### config.mk
export PLATFORM = sky130hd
export DESIGN_NAME = periodic_timing_wheel
export DESIGN_NICKNAME = d
export VERILOG_FILES = /design/src/hw/rtl/ptw_pkg.sv /design/src/hw/rtl/ptw_cell.sv /design/src/hw/rtl/periodic_timing_wheel.sv
export SDC_FILE = /design/constraint.sdc
export NUM_CORES = 1
export LEC_CHECK = 0
export BUFFER_PORTS_ARGS = -buffer_cell sky130_fd_sc_hd__buf_2
export CAP_MARGIN = 5
export CORE_MARGIN = 4
export CORE_UTILIZATION = 50
export CTS_CLUSTER_DIAMETER = 200
export CTS_CLUSTER_SIZE = 25
export DETAILED_ROUTE_END_ITERATION = 16
export GPL_TIMING_DRIVEN = 0
export PLACE_DENSITY = 0.66
export SYNTH_ARGS = -nofsm -noshare
export SYNTH_HDL_FRONTEND = slang
export SYNTH_SLANG_ARGS = --single-unit
### constraint.sdc
create_clock -name clock -period 12.8 [get_ports clock]
set_input_delay 0 -clock clock [delete_from_list [all_inputs] [get_ports clock]]
set_output_delay 0 -clock clock [all_outputs]
set_load 0.02 [all_outputs]
### src/hw/rtl/ptw_pkg.sv
package ptw_pkg;

   localparam int WHEEL_SLOTS = 8;
   localparam int MAX_TIMERS  = 16;
   localparam int PERIOD_BITS = 16;
   localparam int ID_BITS     = 4;
   localparam int SLOT_BITS   = $clog2(WHEEL_SLOTS);
   localparam int ROUND_BITS  = PERIOD_BITS - SLOT_BITS;

   typedef enum logic [1:0] {
      FUNC_REG   = 2'd0,
      FUNC_UNREG = 2'd1,
      FUNC_TICK  = 2'd2
   } func_type;

   typedef enum logic [1:0] {
      KIND_REG    = 2'd0,
      KIND_UNREG  = 2'd1,
      KIND_EXPIRE = 2'd2
   } kind_type;

   typedef enum logic [1:0] {
      STAT_OK       = 2'd0,
      STAT_ZERO_PER = 2'd1,
      STAT_NO_ID    = 2'd2
   } status_type;

   // broadcast from the controller to every cell
   typedef struct packed {
      logic                   wr_en;
      logic                   unreg_en;
      logic [ID_BITS-1:0]     id;
      logic [PERIOD_BITS-1:0] period;
      logic [SLOT_BITS-1:0]   cur_slot;
   } cmd_type;

   typedef struct packed {
      logic fire;   // token here, entry in current slot, no rounds left
      logic live;   // entry is valid and matches cmd.id
   } cell_stat_type;

   // wheel size is a power of two, so the slot wraps by truncation
   function automatic logic [SLOT_BITS-1:0] arm_slot(
      input logic [SLOT_BITS-1:0]   cur,
      input logic [PERIOD_BITS-1:0] period
   );
      logic [SLOT_BITS-1:0] sum;
      sum = cur + period[SLOT_BITS-1:0];
      return sum;
   endfunction

   function automatic logic [ROUND_BITS-1:0] arm_rounds(
      input logic [PERIOD_BITS-1:0] period
   );
      logic [PERIOD_BITS-1:0] pm1;
      pm1 = period - PERIOD_BITS'(1);
      return pm1[PERIOD_BITS-1:SLOT_BITS];
   endfunction

endpackage

### src/hw/rtl/ptw_cell.sv
module ptw_cell (
   input  logic                         clock,
   input  logic                         reset,
   input  logic [ptw_pkg::ID_BITS-1:0]  cell_id,
   input  ptw_pkg::cmd_type             cmd,
   input  logic                         token_in,
   input  logic                         step,
   output logic                         token_out,
   output ptw_pkg::cell_stat_type       stat
);

   logic                              valid_ff, valid_in;
   logic                              token_ff, token_in_nx;
   logic [ptw_pkg::PERIOD_BITS-1:0]   period_ff, period_in;
   logic [ptw_pkg::SLOT_BITS-1:0]     slot_ff, slot_in;
   logic [ptw_pkg::ROUND_BITS-1:0]    rounds_ff, rounds_in;
   logic                              hit;
   logic                              fire;
   logic                              id_match;

   always_comb begin
      id_match = (cmd.id == cell_id);
      hit      = token_ff && valid_ff && (slot_ff == cmd.cur_slot);
      fire     = hit && (rounds_ff == '0);

      valid_in    = valid_ff;
      period_in   = period_ff;
      slot_in     = slot_ff;
      rounds_in   = rounds_ff;
      token_in_nx = step ? token_in : token_ff;

      if (cmd.wr_en && id_match) begin
         valid_in  = 1'b1;
         period_in = cmd.period;
         slot_in   = ptw_pkg::arm_slot(cmd.cur_slot, cmd.period);
         rounds_in = ptw_pkg::arm_rounds(cmd.period);
      end else if (cmd.unreg_en && id_match) begin
         valid_in = 1'b0;
      end else if (hit && step) begin
         if (fire) begin
            // re-arm one full period ahead
            slot_in   = ptw_pkg::arm_slot(cmd.cur_slot, period_ff);
            rounds_in = ptw_pkg::arm_rounds(period_ff);
         end else begin
            rounds_in = rounds_ff - ptw_pkg::ROUND_BITS'(1);
         end
      end
   end

   always_ff @(posedge clock) begin
      if (reset) begin
         valid_ff <= 1'b0;
         token_ff <= 1'b0;
      end else begin
         valid_ff <= valid_in;
         token_ff <= token_in_nx;
      end
      period_ff <= period_in;
      slot_ff   <= slot_in;
      rounds_ff <= rounds_in;
   end

   assign token_out = token_ff;
   assign stat.fire = fire;
   assign stat.live = valid_ff && id_match;

endmodule

### src/hw/rtl/periodic_timing_wheel.sv
// Register / unregister: status item in the output register the cycle after acceptance.
// Tick: a scan token walks the chain of MAX_TIMERS cells one cell per cycle, held while
// a second expiry waits on a full output register; the next item is taken once the scan
// has drained. One item at a time; the wheel holds 16 timers.
// Reset (synchronous, active high) clears all timers, the current slot and the output
// register; no clearing pass, the block is ready as soon as reset drops.
module periodic_timing_wheel (
   input  logic        clock,
   input  logic        reset,
   input  logic        req_tvalid,
   output logic        req_tready,
   input  logic [23:0] req_tdata,   // [3:0] timer_id, [19:4] period, [23:20] zero
   input  logic [1:0]  req_tuser,   // [1:0] func
   output logic        rsp_tvalid,
   input  logic        rsp_tready,
   output logic [7:0]  rsp_tdata,   // [3:0] timer_id_res, [5:4] status, [7:6] zero
   output logic [1:0]  rsp_tuser,   // [1:0] kind
   output logic        rsp_tlast    // last
);

   typedef enum logic [1:0] {
      ST_IDLE,
      ST_SCAN,
      ST_FLUSH
   } state_type;

   state_type                        state_ff, state_in;
   logic                             rsp_valid_ff, rsp_valid_in;
   ptw_pkg::kind_type                rsp_kind_ff, rsp_kind_in;
   logic [ptw_pkg::ID_BITS-1:0]      rsp_id_ff, rsp_id_in;
   ptw_pkg::status_type              rsp_stat_ff, rsp_stat_in;
   logic                             rsp_last_ff, rsp_last_in;
   logic                             pend_valid_ff, pend_valid_in;
   logic [ptw_pkg::ID_BITS-1:0]      pend_id_ff, pend_id_in;
   logic [ptw_pkg::SLOT_BITS-1:0]    cur_ff, cur_in;

   logic [ptw_pkg::ID_BITS-1:0]      req_id;
   logic [ptw_pkg::PERIOD_BITS-1:0]  req_period;
   logic                             req_acc;
   logic                             out_free;
   logic                             id_ok;
   logic                             start;
   logic                             step;
   logic                             any_fire;
   logic                             any_live;
   logic                             scan_done;
   logic [ptw_pkg::ID_BITS-1:0]      fire_id;
   logic [ptw_pkg::MAX_TIMERS-1:0]   token_vec;
   logic [ptw_pkg::MAX_TIMERS-1:0]   fire_vec;
   logic [ptw_pkg::MAX_TIMERS-1:0]   live_vec;
   ptw_pkg::cmd_type                 cmd;
   ptw_pkg::cell_stat_type           stat_vec [ptw_pkg::MAX_TIMERS];

   assign req_id     = req_tdata[ptw_pkg::ID_BITS-1:0];
   assign req_period = req_tdata[ptw_pkg::ID_BITS +: ptw_pkg::PERIOD_BITS];

   assign out_free   = !rsp_valid_ff || rsp_tready;
   assign req_tready = (state_ff == ST_IDLE) && out_free;
   assign req_acc    = req_tvalid && req_tready;
   assign id_ok      = (32'(req_id) < ptw_pkg::MAX_TIMERS);
   assign start      = req_acc && (req_tuser == ptw_pkg::FUNC_TICK);

   assign cmd.wr_en    = req_acc && (req_tuser == ptw_pkg::FUNC_REG) && id_ok
                         && (req_period != '0);
   assign cmd.unreg_en = req_acc && (req_tuser == ptw_pkg::FUNC_UNREG) && id_ok;
   assign cmd.id       = req_id;
   assign cmd.period   = req_period;
   assign cmd.cur_slot = cur_ff;

   genvar gi;
   generate
      for (gi = 0; gi < ptw_pkg::MAX_TIMERS; gi++) begin : g_cell
         logic tok_prev;
         if (gi == 0) begin : g_head
            assign tok_prev = start;
         end else begin : g_body
            assign tok_prev = token_vec[gi-1];
         end
         ptw_cell u_cell (
            .clock     (clock),
            .reset     (reset),
            .cell_id   (ptw_pkg::ID_BITS'(gi)),
            .cmd       (cmd),
            .token_in  (tok_prev),
            .step      (step),
            .token_out (token_vec[gi]),
            .stat      (stat_vec[gi])
         );
         assign fire_vec[gi] = stat_vec[gi].fire;
         assign live_vec[gi] = stat_vec[gi].live;
      end
   endgenerate

   always_comb begin
      fire_id = '0;
      for (int i = 0; i < ptw_pkg::MAX_TIMERS; i++) begin
         if (fire_vec[i]) fire_id = ptw_pkg::ID_BITS'(i);
      end
   end

   assign any_fire  = |fire_vec;
   assign any_live  = |live_vec;
   // hold the token while a second expiry waits on a full output register
   assign step      = !(any_fire && pend_valid_ff && !out_free);
   assign scan_done = token_vec[ptw_pkg::MAX_TIMERS-1] && step;

   always_comb begin
      state_in      = state_ff;
      rsp_valid_in  = rsp_valid_ff && !rsp_tready;
      rsp_kind_in   = rsp_kind_ff;
      rsp_id_in     = rsp_id_ff;
      rsp_stat_in   = rsp_stat_ff;
      rsp_last_in   = rsp_last_ff;
      pend_valid_in = pend_valid_ff;
      pend_id_in    = pend_id_ff;
      cur_in        = cur_ff;

      case (state_ff)
         ST_IDLE: begin
            if (req_acc) begin
               case (req_tuser)
                  ptw_pkg::FUNC_REG: begin
                     rsp_valid_in = 1'b1;
                     rsp_kind_in  = ptw_pkg::KIND_REG;
                     rsp_id_in    = req_id;
                     rsp_last_in  = 1'b1;
                     if (!id_ok)                 rsp_stat_in = ptw_pkg::STAT_NO_ID;
                     else if (req_period == '0)  rsp_stat_in = ptw_pkg::STAT_ZERO_PER;
                     else                        rsp_stat_in = ptw_pkg::STAT_OK;
                  end
                  ptw_pkg::FUNC_UNREG: begin
                     rsp_valid_in = 1'b1;
                     rsp_kind_in  = ptw_pkg::KIND_UNREG;
                     rsp_id_in    = req_id;
                     rsp_last_in  = 1'b1;
                     rsp_stat_in  = (id_ok && any_live) ? ptw_pkg::STAT_OK
                                                        : ptw_pkg::STAT_NO_ID;
                  end
                  ptw_pkg::FUNC_TICK: begin
                     cur_in   = (32'(cur_ff) == ptw_pkg::WHEEL_SLOTS - 1) ? '0
                                : cur_ff + ptw_pkg::SLOT_BITS'(1);
                     state_in = ST_SCAN;
                  end
                  default: ;
               endcase
            end
         end
         ST_SCAN: begin
            // one expiry is held back until the next one or the end of the scan
            if (step && any_fire) begin
               if (pend_valid_ff) begin
                  rsp_valid_in = 1'b1;
                  rsp_kind_in  = ptw_pkg::KIND_EXPIRE;
                  rsp_id_in    = pend_id_ff;
                  rsp_stat_in  = ptw_pkg::STAT_OK;
                  rsp_last_in  = 1'b0;
               end
               pend_valid_in = 1'b1;
               pend_id_in    = fire_id;
            end
            if (scan_done) state_in = ST_FLUSH;
         end
         ST_FLUSH: begin
            if (!pend_valid_ff) begin
               state_in = ST_IDLE;
            end else if (out_free) begin
               rsp_valid_in  = 1'b1;
               rsp_kind_in   = ptw_pkg::KIND_EXPIRE;
               rsp_id_in     = pend_id_ff;
               rsp_stat_in   = ptw_pkg::STAT_OK;
               rsp_last_in   = 1'b1;
               pend_valid_in = 1'b0;
               state_in      = ST_IDLE;
            end
         end
         default: state_in = ST_IDLE;
      endcase
   end

   always_ff @(posedge clock) begin
      if (reset) begin
         state_ff      <= ST_IDLE;
         rsp_valid_ff  <= 1'b0;
         pend_valid_ff <= 1'b0;
         cur_ff        <= '0;
      end else begin
         state_ff      <= state_in;
         rsp_valid_ff  <= rsp_valid_in;
         pend_valid_ff <= pend_valid_in;
         cur_ff        <= cur_in;
      end
      rsp_kind_ff <= rsp_kind_in;
      rsp_id_ff   <= rsp_id_in;
      rsp_stat_ff <= rsp_stat_in;
      rsp_last_ff <= rsp_last_in;
      pend_id_ff  <= pend_id_in;
   end

   assign rsp_tvalid = rsp_valid_ff;
   assign rsp_tdata  = {2'b00, rsp_stat_ff, rsp_id_ff};
   assign rsp_tuser  = rsp_kind_ff;
   assign rsp_tlast  = rsp_last_ff;

   a_token_single: assert property (@(posedge clock) disable iff (reset)
      $onehot0(token_vec))
      else $error("more than one scan token in the chain");

   a_idle_no_token: assert property (@(posedge clock) disable iff (reset)
      (state_ff == ST_IDLE) |-> (token_vec == '0))
      else $error("scan token left over while idle");

   a_idle_no_pend: assert property (@(posedge clock) disable iff (reset)
      (state_ff == ST_IDLE) |-> !pend_valid_ff)
      else $error("held expiry while idle");

   a_tick_scans: assert property (@(posedge clock) disable iff (reset)
      start |=> (state_ff == ST_SCAN) && token_vec[0])
      else $error("tick did not start a scan");

   a_fire_only_scan: assert property (@(posedge clock) disable iff (reset)
      any_fire |-> (state_ff == ST_SCAN))
      else $error("expiry outside a scan");

endmodule
# Word level (Yosys, flattened, before mapping)
# Index checks and enable logic that the tools add are counted.
[word_totals]
register_bits = 564
elab_cells = 669
[op_classes]
n_eq_ne = 62
reduce_logical = 243
muxes = 221
n_addsub = 51
[op_table]
columns = ["cell", "n"]
rows = [
  ["$mux W13", 64],
  ["$sub A16 B1 Y16 const B", 17],
  ["$mux W3", 73],
  ["$logic_not A13 Y1", 16],
  ["$sub A13 B1 Y13 const B", 16],
  ["$logic_and A1 B1 Y1", 123],
  ["$reduce_bool A2 Y1", 49],
  ["$add A3 B3 Y3", 17],
  ["$reduce_and A3 Y1", 17],
  ["$mux W1", 50],
  ["$eq A3 B3 Y1", 16],
  ["$mux W2", 19],
  ["$reduce_and A2 Y1", 18],
  ["$ne A2 B1 Y1 const B", 17],
  ["$eq A4 B4 Y1 const B", 8],
  ["$reduce_or A16 Y1", 2],
  ["$mux W4", 6],
  ["$pmux W2 S3", 3],
  ["$eq A4 B3 Y1 const B", 4],
  ["$logic_not A16 Y1", 1],
  ["$reduce_bool A16 Y1", 1],
  ["$ne A2 B2 Y1 const B", 7],
  ["$reduce_and A7 Y1", 2],
  ["$pmux W4 S3", 1],
  ["20 further kinds", 30],
]

# Logic depth before layout (Yosys ltp)
[depth]
word_depth = 17
ltp_mapped = 13
mapped_depth_nobuf = 10

# By module
# Synthesis repeated with hierarchy kept, for this count alone.
[hier_totals]
cells_unflattened = 3238
area_unflattened_um2 = 34783.4
[by_module_without_submodules]
columns = ["mod", "area_each_um2", "cells_each", "n_inst", "seq_area_each_um2"]
rows = [
  ["ptw_cell at g_cell[0].u_cell ...", 2085.8, 193, 10, 1001.0],
  ["ptw_cell at g_cell[5].u_cell ...", 2095.8, 194, 4, 1001.0],
  ["ptw_cell at g_cell[9].u_cell", 2179.6, 204, 1, 1001.0],
  ["ptw_cell at g_cell[3].u_cell", 2115.8, 199, 1, 1001.0],
  ["periodic_timing_wheel", 1247.4, 129, 1, 530.5],
]

# Worst setup path before layout
# OpenSTA, ideal clock, no wires.
[synth_path]
path_type = "register to register"
start = "register cur_ff[0] in the netlist's numbering"
end = "register g_cell[1].u_cell.rounds_ff[0] in the netlist's numbering, enable pin"
synth_period_minus_slack_ps = 4091
stages_incl_launch_ff = 14
arrival_ps = 3690
required_ps = 12399
setup_slack_ps = 8709
path_cell_list = "dfxtp_1 buf_2 buf_2 xor2_1 nor4_1 and4_1 nor4b_1 and4_1 buf_6 nand2b_4 buf_6 buf_6 nand2_1 o21ai_0"
[synth_via]
elab_chain_len = 10
elab_cells_between_ends = 55
[synth_lines]
columns = ["item", "line_no", "text"]
rows = [
  ["start, declared", "periodic_timing_wheel.sv:35", "logic [ptw_pkg::SLOT_BITS-1:0] cur_ff, cur_in;"],
  ["start signal, assigned", "periodic_timing_wheel.sv:190", "cur_ff <= cur_in;"],
  ["$eq A3 B3 Y1", "ptw_cell.sv:23", "hit = token_ff && valid_ff && (slot_ff == cmd.cur_slot);"],
  ["$logic_and A1 B1 Y1", "ptw_cell.sv:23", ""],
  ["$logic_and A1 B1 Y1", "ptw_cell.sv:24", "fire = hit && (rounds_ff == '0);"],
  ["$reduce_or A16 Y1", "periodic_timing_wheel.sv:101", "assign any_fire = |fire_vec;"],
  ["$logic_and A1 B1 Y1 (2 in a row)", "periodic_timing_wheel.sv:104", "assign step = !(any_fire && pend_valid_ff && !out_free);"],
  ["$logic_not A1 Y1", "periodic_timing_wheel.sv:104", ""],
  ["$logic_and A1 B1 Y1 *", "ptw_cell.sv:39", "end else if (hit && step) begin"],
  ["$reduce_bool A2 Y1 (no line) *", "n/a", ""],
  ["$reduce_and A2 Y1 (no line) *", "n/a", ""],
  ["end signal, assigned", "ptw_cell.sv:60", "rounds_ff <= rounds_in;"],
  ["end, declared", "ptw_cell.sv:16", "logic [ptw_pkg::ROUND_BITS-1:0] rounds_ff, rounds_in;"],
]
# Every way passes the cells marked *; elsewhere a longest branch is shown, timed or not.
# A chain may end at the register's enable or synchronous reset.

# Final worst setup path
[layout_path]
start = "register cur_ff[0] in the netlist's numbering"
end = "register g_cell[0].u_cell.rounds_ff[11] in the netlist's numbering, enable pin"
[layout_via]
elab_chain_len = 10
elab_cells_between_ends = 55
[layout_lines]
columns = ["item", "line_no"]
rows = [
  ["$eq A3 B3 Y1", "ptw_cell.sv:23"],
  ["$logic_and A1 B1 Y1", "ptw_cell.sv:23"],
  ["$logic_and A1 B1 Y1", "ptw_cell.sv:24"],
  ["$reduce_or A16 Y1", "periodic_timing_wheel.sv:101"],
  ["$logic_and A1 B1 Y1 (2 in a row)", "periodic_timing_wheel.sv:104"],
  ["$logic_not A1 Y1", "periodic_timing_wheel.sv:104"],
  ["$logic_and A1 B1 Y1 *", "ptw_cell.sv:39"],
  ["$reduce_bool A2 Y1 (no line) *", "n/a"],
  ["$reduce_and A2 Y1 (no line) *", "n/a"],
  ["end signal, assigned", "ptw_cell.sv:60"],
  ["end, declared", "ptw_cell.sv:16"],
]
# Marks and branches as above.

==> run summary <==
The sum of negative setup slack is 0 ns. The floorplan step set the die height to 257.1 um. The area growth from synthesis to layout is 7.430%. The slew at the pin closest to its max-slew limit is 1.458 ns. The maximum resistive drop on vdd came out at 0.09048 mV. The beginning of the worst hold path is req_tdata[8]. Across the routed clock network, the largest skew measured is 0.02473 ns. The count of nets left with antenna violations once routing finished came out at 0. The worst hold path class is input pin to flip-flop.

By instance count, the cell type seen most on the critical path is sky130_fd_sc_hd__buf_6. The maximum fanout along the worst path came out at 19. The fraction of registers with async set/reset came out at 0%. The flow ran to the end, and the final reports show no timing, DRC or antenna violations. The number of nets in the finished design is 3137. The number of sinks on the clock net came out at 564. The portion of total power attributed to the clock network came out at 31.1%. Global routing consumed, over all layers together, 26.55% of the routing resources. The footprint of the multi-input gates is 13530 um2.

After detailed routing, the number of remaining DRC violations is 0. The initial antenna violation count came out at 3. The via density per instance is 6.063.

TritonCTS built the clock tree. The die covers 66090 um2. The cell count after synthesis is 2946.

For hold timing, the worst endpoint is g_cell[7].u_cell.period_ff[4]. The synthesis-stage register bit count is 564. Summing over every cut layer, the via total after detailed routing is 23620.

The CTS root buffer is sky130_fd_sc_hd__clkbuf_16. The number of different library cells in the post-synthesis netlist is 72. At the worst endpoint, the arrival time is 5.97 ns. Setup repair after global routing left no endpoint under its margin. After global routing the overflow that remains totals 0.

The number of enable flip-flop cells after synthesis is 525. The count of cells along the worst hold path is 1. The cell family contributing the most delay on the critical path is simple AND/OR/NAND/NOR gates. The number of levels in the clock H-tree came out at 1.

The ratio of final minimum period to clock period came out at 45.07%. The pin count of the biggest net entering global routing came out at 27. The floorplan has 91 rows. The endpoint identified for the worst register-to-register timing path is g_cell[0].u_cell.rounds_ff[11]. For this configuration, the core starts out at a cell density of 50.36%. For this block, the routed nets add up to 90700 um of wire. The number of failing setup endpoints in the final timing report came out at 0. Traced cell by cell, the critical path runs through buf_2 -> buf_2 -> xor2_1 -> nor4_1 -> nand4_1 -> and4_1 -> and4_1 -> buf_6 -> nand2b_4 -> buf_6 -> buf_6 -> nand3b_1 -> nand2_1.

The element type at the critical path end is a flip-flop. The later pin in the worst-skew pair is clocked with a latency of 0.61 ns. Fill cells in the final layout number 5374.

By startpoint and endpoint, the worst setup path is classified as flip-flop to flip-flop. The cell area power density is 95.12 nW/um2. The number of buffers added on ports is 36. The post-detailed-route wirelength per cell came out at 23.28 um. The clock-pin slew of the registers on the worst-case setup and hold paths came out at 0.11 ns. In the synthesized netlist the dominant register cell turns out to be sky130_fd_sc_hd__edfxtp_1.

The origin of the critical flop-to-flop path is cur_ff[0]. The largest individual stage delay along the critical path comes from the cell sky130_fd_sc_hd__dfxtp_1. The leakage power total is 11.37 nW. In this run, the combinational gates consume 5.2% of the power.

The worst slew margin relative to its limit came out at 2.830%. The synthesized netlist occupies a cell area of 31020 um2. In this design, the stage delay of the slowest critical-path cell is 1.20 ns. The internal power consumption came out at 2.450 mW. The number of global-route vias before repair came to 22570. The total of warnings raised by yosys came out at 0. Max-cap violations in this run came to 0. The number of top-level pins is 43. The sequential cells in the finished layout cover a total of 16550 um2.

The kind of start point of the critical path is a flip-flop. The post-synthesis area per instance is 10.53 um2. The first detailed-routing pass took 6 iterations. The core outline area is 61600 um2. The final critical-path required period is 5.770 ns. The fraction of final layout cells with drive strength greater than 1 is 4.779%.

Sequential elements use 53.34% of the synthesized area. The cell count of the worst reg-to-reg path is 13. The post-layout worst setup margin is 7.030 ns. In this run the deepest clock path goes through 3 buffers. Counting both buffers and inverters, the worst setup path holds a total of 5. The worst path required time came out at 13.00 ns. The share of total power dissipated in sequential elements is 63.7%.

Including well taps, the total number of placed cells is 3828. The HPWL after detailed placement is 61110 um. The setup check on the worst reg-to-reg path leaves a slack of 7.03 ns. The final standard cell count with taps included and fillers excluded came out at 3896. The iteration-0 DRC count of the detailed router came out at 2583.

The timing-limited maximum frequency is 0.1733 GHz. The number of hold violations in the final report came to 0. The final cell utilization of the core is 54.10%. The number of max-slew violations in the final report is 0.

Net switching is 22.70% of the power. The first-pass GRT wire length came out at 134500 um. The switching power summed over all nets is 0.7195 mW. The global placement routability congestion came out at 0.9378. Prior to clock tree synthesis, the placed netlist has a worst setup slack of 7.209 ns. The number of buffers created by CTS is 26.

The die is 257.1 um wide.
-- cells by family after synthesis --
family	after synthesis	synth area share, %
AND/OR/NAND/NOR	1043	16.71
AO/OA/AOI/OAI	601	11.48
flip-flops	564	53.34
XOR/XNOR	374	10.56
buffers and inverters	251	3.215
adder cells (fa/ha/maj)	72	3.316
multiplexers	40	1.371
other	1	0.01209
-- through the flow --
step	hold WS (ns)	instance area, um2	power (mW)
2_1_floorplan	0.09887	31020	2.118
3_3_place_gp	0.3382	32250	2.210
3_5_place_dp	0.3496	32380	2.217
4_1_cts	0.003402	33290	3.178
5_1_grt	0.01404	33310	3.261
6_report	0.04713	33320	3.170
-- state kept, by name, indices dropped and copies added (netlist names) --
register and flops:
g_cell.u_cell.period_ff 256, g_cell.u_cell.rounds_ff 208, g_cell.u_cell.slot_ff 48, g_cell.u_cell.token_out 16, g_cell.u_cell.valid_ff 16, pend_id_ff 4
rsp_id_ff 4, cur_ff 3, rsp_stat_ff 2, rsp_tuser 2, state_ff 2, pend_valid_ff 1
rsp_tlast 1, rsp_tvalid 1
-- layer usage --
| metal | share of wire, % | vias up | global-route usage, % |
|---|---|---|---|
| met5 | 0 | - | 0 |
| met4 | 5.5 | 0 | 11.79 |
| met3 | 8.6 | 212 | 3.592 |
| met2 | 44 | 1051 | 42.13 |
| met1 | 41 | 11460 | 36.76 |
| li1 | - | 10900 | - |
-- power by group through the flow --
stage,combinational (mW),sequential [mW],clock [mW]
floorplan,0.0576,2.06,0
global placement,0.149,2.06,0
detailed placement,0.156,2.06,0
CTS,0.160,2.02,0.999
global route,0.169,2.02,1.07
finish,0.165,2.02,0.986
-- layout by cell type (no fill, tap or decap), types with 20 or more instances in the layout --
cell,count
sky130_fd_sc_hd__edfxtp_1,525
sky130_fd_sc_hd__nand2_1,348
sky130_fd_sc_hd__o21ai_0,266
sky130_fd_sc_hd__xor2_1,194
sky130_fd_sc_hd__nor2_1,177
sky130_fd_sc_hd__xnor2_1,175
sky130_fd_sc_hd__clkbuf_1,146
sky130_fd_sc_hd__o211ai_1,125
sky130_fd_sc_hd__a21oi_1,116
sky130_fd_sc_hd__inv_1,107
sky130_fd_sc_hd__nor3_1,96
sky130_fd_sc_hd__nand3_1,92
sky130_fd_sc_hd__nor4_1,72
sky130_fd_sc_hd__ha_1,55
sky130_fd_sc_hd__nand2b_1,50
sky130_fd_sc_hd__or4_1,47
sky130_fd_sc_hd__buf_2,44
sky130_fd_sc_hd__or3_1,40
sky130_fd_sc_hd__dfxtp_1,39
sky130_fd_sc_hd__o31ai_1,27
sky130_fd_sc_hd__clkbuf_16,27
sky130_fd_sc_hd__nor2b_1,22
sky130_fd_sc_hd__mux2i_1,20
sky130_fd_sc_hd__mux2_2,20
-- how the worst max path moves through the flow --
stage | startpoint | endpoint | slack (ns) | cells past startpoint
after detailed placement | cur_ff[0] | g_cell[4].u_cell.rounds_ff[7] | 7.21 | 13
final | cur_ff[0] | g_cell[0].u_cell.rounds_ff[11] | 7.03 | 13
after global routing | cur_ff[0] | rsp_id_ff[2] | 6.92 | 11
after global placement | cur_ff[0] | g_cell[1].u_cell.rounds_ff[7] | 6.76 | 13
after floorplan | cur_ff[0] | g_cell[1].u_cell.rounds_ff[0] | 8.71 | 13
after CTS | cur_ff[0] | g_cell[4].u_cell.rounds_ff[8] | 7.19 | 13
-- layout make-up --
class / count / area share, %
antenna: 4 / 0.03004
buffer: 143 / 1.780
clock buffer: 47 / 2.253
clock inverter: 1 / 0.04881
inverter: 108 / 1.216
multi-input combinational: 2132 / 40.59
sequential: 564 / 49.65
tap: 837 / 3.143
timing repair buffer: 60 / 1.288
-- Yosys cell counts, drive strengths merged, types with 52 or more instances --
cell / instances / area [um2]
nor4: 75 / 481.7
o21ai: 277 / 1386
nand2: 348 / 1306
nor2: 178 / 668.1
o211ai: 125 / 938.4
a21oi: 119 / 606.8
xor2: 195 / 1708
ha: 55 / 688.2
clkbuf: 127 / 476.7
xnor2: 179 / 1568
inv: 108 / 405.4
or4: 52 / 409.1
edfxtp: 525 / 15770
nand3: 92 / 460.4
nor3: 98 / 506.7
-- what timing repair did --
item                                   in CTS  in global routing
gates resized for setup                     0                  0
endpoints found under the hold margin      95                  0
hold buffers                               14                  0
buffers inserted                            0                  0
Power figures use the tool's default switching activity.
